## config.mk

```make
export PLATFORM = sky130hd
export DESIGN_NAME = tcgr_ctrl
export DESIGN_NICKNAME = d
export VERILOG_FILES = /design/src/rtl/tcgr_pkg.sv /design/src/rtl/tcgr_ctrl.sv
export SDC_FILE = /design/constraint.sdc
export NUM_CORES = 1
export LEC_CHECK = 0
export BUFFER_PORTS_ARGS = -buffer_cell sky130_fd_sc_hd__buf_2
export CAP_MARGIN = 20
export CORE_AREA = 2 2 39 41
export DETAILED_ROUTE_END_ITERATION = 6
export DIE_AREA = 0 0 41 43
export PLACE_DENSITY = 0.64
export RECOVER_POWER = 25
export SLEW_MARGIN = 20
export SYNTH_ARGS = -nofsm -noshare
export SYNTH_HDL_FRONTEND = slang
export SYNTH_SLANG_ARGS = --single-unit
```

## constraint.sdc

```tcl
create_clock -name clock -period 3 [get_ports clock]
set_input_delay 0.45 -clock clock [delete_from_list [all_inputs] [get_ports clock]]
set_output_delay 0.45 -clock clock [all_outputs]
set_load 0.05 [all_outputs]
```

## src/rtl/tcgr_pkg.sv

```systemverilog
// shared types and constants of the text cell glyph renderer
// used by tcgr_ctrl, tcgr_dpath and text_cell_glyph_renderer_unit
package tcgr_pkg;

   // font geometry defaults and fixed glyph width
   localparam int GLYPH_HEIGHT      = 16;
   localparam int GLYPH_COUNT       = 256;
   localparam int GLYPH_WIDTH       = 8;
   localparam int PIXELS_PER_RESULT = 4;
   localparam int MAX_RESULTS       = 32;
   localparam int GROUPS            = (GLYPH_WIDTH + PIXELS_PER_RESULT - 1) / PIXELS_PER_RESULT;
   localparam int LANES             = 4;

   // field widths
   localparam int COLOR_W    = 24;
   localparam int COLS_W     = 9;
   localparam int PITCH_W    = 13;
   localparam int ADDR_W     = 25;
   localparam int CSR_IDX_W  = 3;
   localparam int CSR_DATA_W = 25;
   localparam int ACTION_W   = 2;
   localparam int CODE_W     = 8;
   localparam int LINE_W     = 4;
   localparam int BITS_W     = 8;
   localparam int RECT_X_W   = 12;
   localparam int RECT_Y_W   = 13;
   localparam int POS_W      = 8;
   localparam int CNT_W      = $clog2(MAX_RESULTS);

   // request actions
   localparam logic [ACTION_W-1:0] ACT_LOAD  = 2'd0;
   localparam logic [ACTION_W-1:0] ACT_PUT   = 2'd1;
   localparam logic [ACTION_W-1:0] ACT_CLEAR = 2'd2;

   // control characters
   localparam logic [CODE_W-1:0] CHAR_NEWLINE = 8'h0A;
   localparam logic [CODE_W-1:0] CHAR_RETURN  = 8'h0D;

   // response kinds
   localparam logic KIND_PIXELS = 1'b0;
   localparam logic KIND_FLUSH  = 1'b1;

   // register indexes
   localparam logic [CSR_IDX_W-1:0] REG_FORE_COLOR = 3'd0;
   localparam logic [CSR_IDX_W-1:0] REG_BACK_COLOR = 3'd1;
   localparam logic [CSR_IDX_W-1:0] REG_COLUMNS    = 3'd2;
   localparam logic [CSR_IDX_W-1:0] REG_PITCH      = 3'd3;
   localparam logic [CSR_IDX_W-1:0] REG_FRAME_BASE = 3'd4;

   // register reset values
   localparam logic [COLOR_W-1:0] FORE_COLOR_RST = 24'h7F7F7F;
   localparam logic [COLOR_W-1:0] BACK_COLOR_RST = 24'h000000;
   localparam logic [COLS_W-1:0]  COLUMNS_RST    = 9'd80;
   localparam logic [PITCH_W-1:0] PITCH_RST      = 13'd640;
   localparam logic [ADDR_W-1:0]  FRAME_BASE_RST = 25'd0;

   // commands from controller to datapath
   typedef struct packed {
      logic font_wr;
      logic rect_clr;
      logic col_home;
      logic newline;
      logic char_start;
      logic mult;
      logic base;
      logic emit;
      logic flush;
   } cmd_type;

   // status from datapath to controller
   typedef struct packed {
      logic out_free;
      logic emit_last;
   } status_type;

endpackage

```

## src/rtl/tcgr_ctrl.sv

```systemverilog
// controller state machine of the text cell glyph renderer
// depends on tcgr_pkg; drives tcgr_dpath through cmd_type and reads status_type
module tcgr_ctrl (
   input  logic                             clock,
   input  logic                             reset,
   input  logic                             req_tvalid,
   output logic                             req_tready,
   input  logic [tcgr_pkg::ACTION_W-1:0]    req_action,
   input  logic [tcgr_pkg::CODE_W-1:0]      req_char_code,
   input  tcgr_pkg::status_type             status,
   output tcgr_pkg::cmd_type                cmd
);

   typedef enum logic [2:0] {
      ST_IDLE,
      ST_MULT,
      ST_BASE,
      ST_EMIT,
      ST_FLUSH
   } state_type;

   state_type state_ff, state_in;
   logic      rdy_ff, rdy_in;

   always_comb begin
      cmd      = '0;
      state_in = state_ff;
      unique case (state_ff)
         ST_IDLE: begin
            if (req_tvalid) begin
               unique case (req_action)
                  tcgr_pkg::ACT_LOAD:  cmd.font_wr  = 1'b1;
                  tcgr_pkg::ACT_CLEAR: cmd.rect_clr = 1'b1;
                  tcgr_pkg::ACT_PUT: begin
                     priority if (req_char_code == tcgr_pkg::CHAR_NEWLINE) begin
                        cmd.newline = 1'b1;
                        state_in    = ST_FLUSH;
                     end else if (req_char_code == tcgr_pkg::CHAR_RETURN) begin
                        cmd.col_home = 1'b1;
                     end else begin
                        cmd.char_start = 1'b1;
                        state_in       = ST_MULT;
                     end
                  end
                  default: ;
               endcase
            end
         end
         ST_MULT: begin
            cmd.mult = 1'b1;
            state_in = ST_BASE;
         end
         ST_BASE: begin
            cmd.base = 1'b1;
            state_in = ST_EMIT;
         end
         ST_EMIT: begin
            if (status.out_free) begin
               cmd.emit = 1'b1;
               if (status.emit_last) begin
                  state_in = ST_IDLE;
               end
            end
         end
         ST_FLUSH: begin
            if (status.out_free) begin
               cmd.flush = 1'b1;
               state_in  = ST_IDLE;
            end
         end
         default: state_in = ST_IDLE;
      endcase
      rdy_in = (state_in == ST_IDLE);
   end

   always_ff @(posedge clock) begin
      if (reset) begin
         state_ff <= ST_IDLE;
         rdy_ff   <= 1'b1;
      end else begin
         state_ff <= state_in;
         rdy_ff   <= rdy_in;
      end
   end

   assign req_tready = rdy_ff;

   a_rdy_matches_idle: assert property (@(posedge clock) disable iff (reset)
      rdy_ff == (state_ff == ST_IDLE))
      else $error("ready out of step with idle state");

   a_char_sequence: assert property (@(posedge clock) disable iff (reset)
      cmd.char_start |=> cmd.mult ##1 cmd.base)
      else $error("character setup sequence broken");

   a_emit_holds: assert property (@(posedge clock) disable iff (reset)
      (state_ff == ST_EMIT && !status.out_free) |=> (state_ff == ST_EMIT))
      else $error("left emit while result register was full");

   a_one_command: assert property (@(posedge clock) disable iff (reset)
      $onehot0({cmd.font_wr, cmd.rect_clr, cmd.col_home, cmd.newline, cmd.char_start,
                cmd.mult, cmd.base, cmd.emit, cmd.flush}))
      else $error("more than one command at once");

endmodule

```

======== Word-level counts from Yosys, hierarchy flattened ========
Cells that the tools add are included.
cells by class
  eq/ne operators ......................... 8
  multiplexer cells ....................... 23
  reductions and logical operators ........ 3
operator list
  kind                  number
  $mux W3               8
  $eq A8 B4 Y1 const B  2
  $pmux W3 S5           1
  $mux W1               12
  $mux W5               2
  $eq A3 B2 Y1 const B  2
  $logic_not A3 Y1      2
  $eq A3 B1 Y1 const B  1
  $eq A3 B3 Y1 const B  1
  $eq A2 B1 Y1 const B  1
  $eq A2 B2 Y1 const B  1
  $logic_not A2 Y1      1
word-level totals
  bits in registers ....................... 4

======== Logic depth before layout (Yosys ltp) ========
  word-level depth ........................ 7
  mapped depth ............................ 4

======== Least setup slack after synthesis ========
OpenSTA, ideal clock, no wires.
  kind .................................... input to output
  start point ............................. input req_char_code[5] (netlist name)
  end point ............................... output cmd[6] (netlist name)
  data arrival time ....................... 2.279 ns
  slack ................................... 0.271 ns
  stages .................................. 3
  path buffers ............................ 0
  path through ............................ or3b_4 or3_4 nor3_1
RTL lines
  what             RTL line         RTL
  start, declared  tcgr_ctrl.sv:9   input logic [tcgr_pkg::CODE_W-1:0] req_char_code,
  end, declared    tcgr_ctrl.sv:11  output tcgr_pkg::cmd_type cmd

==> impl_results.md <==
* Grt ovf at 0
* Period utilization at 84.8%
* Outcome: finished clean
* Crit path cell chain: nor4b_1 > nand2_2 > or3_4 > inv_1 > buf_2
* Vias at 381
* Hold Crit Start: reset
* Dpl hpwl at 669 um
* Largest stage delay, worst path at 0.63 ns
* Die X at 41 um
* R2R setup slack at 1.28 ns
* Routed wire length at 797 um
* Drc violations at 0
* WHS Endpoint: state_ff[2]
* Die area at 1760 sq um
* Fin Setup TNS at 0 ns
* Least-Margin Pin Slew at 0.659 ns
* Final min period at 2.54 ns
* Via density per instance at 4.70
* Pin count of the biggest net entering global routing at 10
* Rows at 14
* N_diodes at 0
* Worst-path clk slew at 0.04 ns
* Ranking of synthesized cells by area: dfxtp_1, or3_4, or3b_4
* Total core area at 1380 sq um
* Yosys reg bits at 4
* Initial core utilization at 24.1%
* Area after DPL at 474 sq um
* Max_slew headroom at 55.5%
* RR Startpoint: state_ff[2]
* Unrepaired setup endpoints after global routing: false
* DRT antenna net count at 0
* Initial DRC Count at 3
* Syn_nets at 53
* Element type at the critical path end: output pin
* Pwr dens at 374 nW/um^2
* Post-synth ARST share at 0%
* Reg2reg path depth at 4
* Hold Path Stages at 2
* Mapped Area at 334 sq um
* Yosys top cell area share at 24.0%
* Port bufs at 24
* Pins Over Slew Limit at 0
* Ys flop type: dfxtp_1
* TritonCTS clock tree: yes
* Final instance area at 489 sq um
* Max Cap Viol at 0
* Synth area leader: dfxtp_1
* Post-CTS Setup Bufs at 0
* Clock tree sinks at 4
* CTS Hold Bufs at 0
* CP Class: reg2out
* Worst EP required at 2.55 ns
* Die Y-Extent at 43 um
* Hold Violations, Final at 0
* Total GRT Usage at 10.4%
* CTS resizes at 0
* Hold Crit Class: in2reg
* CP arrival at 2.09 ns
* Placer Congestion at 0.754
* Register area share after synthesis at 24.0%
* Synth-to-Final Area Change at 46.4%
* Maximum clock rate at 393 MHz
* Slowest CP cell: nor4b_1
* Post-synthesis average cell area at 8.79 sq um
* Global-route wire length before repair at 1260 um
* Yosys synthesis warning count at 0
* CTS Buf Count at 3
* Number of distinct library cells after synthesis at 27
* Top Ports at 25
* Clock Latency Late Sink at 0.23 ns
* Clk_skew at 0.000318 ns
* Top-count cell post-synth: dfxtp_1
* Number of enable flip-flop cells after synthesis at 0
* Crit-path max FO at 8
* Critical Path Start Type: flip-flop
* Layout cell share with drive strength beyond 1 at 52.3%
* Vias in the first global route at 345
* Crit Reg-Reg Endpoint: state_ff[2]
* Setup crit start: state_ff[2]
* Initial antenna violation count at 0
* Fin nets at 82
* Drt wl/cell at 9.84 um
* Fin Hold WS at 0.406 ns
* Clock Tree Root: clkbuf_4
* Leak at 0.000241 uW
* Post-Syn Instances at 38
* Final setup fails at 0
* Peak VDD IR at 0.000132 V
* First-pass detailed-route iteration total at 2
* H-tree depth at 1
* CTS Buffer Depth at 2
-- metal layers --
layer / up-vias / GRT usage [%] / part of all wire [%]
met2: 15 / 15.9 / 51
met5: - / 0 / 0
li1: 201 / - / -
met4: 0 / 8.00 / 0
met1: 165 / 12.2 / 43
met3: 0 / 1.57 / 6.3
-- critical path, delay by kind of cell, from the launching register on --
kind	cells	cell delay, ns
AND/OR/NAND/NOR	3	1.19
flip-flops	1	0.36
buffers and inverters	2	0.31
-- cell usage in the layout (no fill, tap or decap), drive strengths merged, types with 2 or more instances in the layout --
master | netlist | final
nor2b | 2 | 2
a21oi | 2 | 2
or3 | 2 | 2
dfxtp | 4 | 4
inv | 2 | 2
or3b | 2 | 2
nor3b | 2 | 2
clkbuf | 0 | 4
nor2 | 2 | 2
nand2 | 3 | 3
buf | 0 | 23
and3 | 2 | 2
-- how the worst max path moves through the flow --
stage          slack [ns]     end
5_1_grt              0.26  cmd[5]
4_1_cts              0.56  cmd[5]
3_5_place_dp         0.57  cmd[5]
2_1_floorplan        0.27  cmd[6]
3_3_place_gp         0.58  cmd[5]
6_report             0.46  cmd[5]
-- power breakdown --
group | internal [uW] | total, uW | switching (uW)
Clock | 44.7 | 66.4 | 21.7
Sequential | 57.0 | 60.3 | 3.28
Combinational | 20.4 | 56.2 | 35.7
-- area by class of cell --
class,count,area [sq um]
timing repair buffer,24,119
multi-input combinational,32,240
tap,16,20.0
sequential,4,80.1
clock buffer,3,22.5
inverter,2,7.51
fill,156,895
-- registers in the layout, indices dropped and copies added (netlist names) --
signal,flops
state_ff,3
req_tready,1
-- stage by stage --
step                      utilization (%)  setup slack (ns)  cells  total power (uW)
after global placement               34.3             0.575     78               118
after CTS                            35.9             0.562     81               188
final                                35.4             0.457     81               183
after detailed placement             34.3             0.565     78               119
after global routing                 35.4             0.264     81               195
after floorplan                         -             0.271     38              99.4
-- cells by family (layout without fill, tap and decap cells) --
kind of cell,after synthesis,count (layout),share of synthesized area (%)
AOI/OAI and AO/OA,8,8,19.5
and+or+nand+nor,24,24,54.3
buffers and inverters,2,29,2.25
DFF,4,4,24.0
Power figures use the tool's default switching activity.
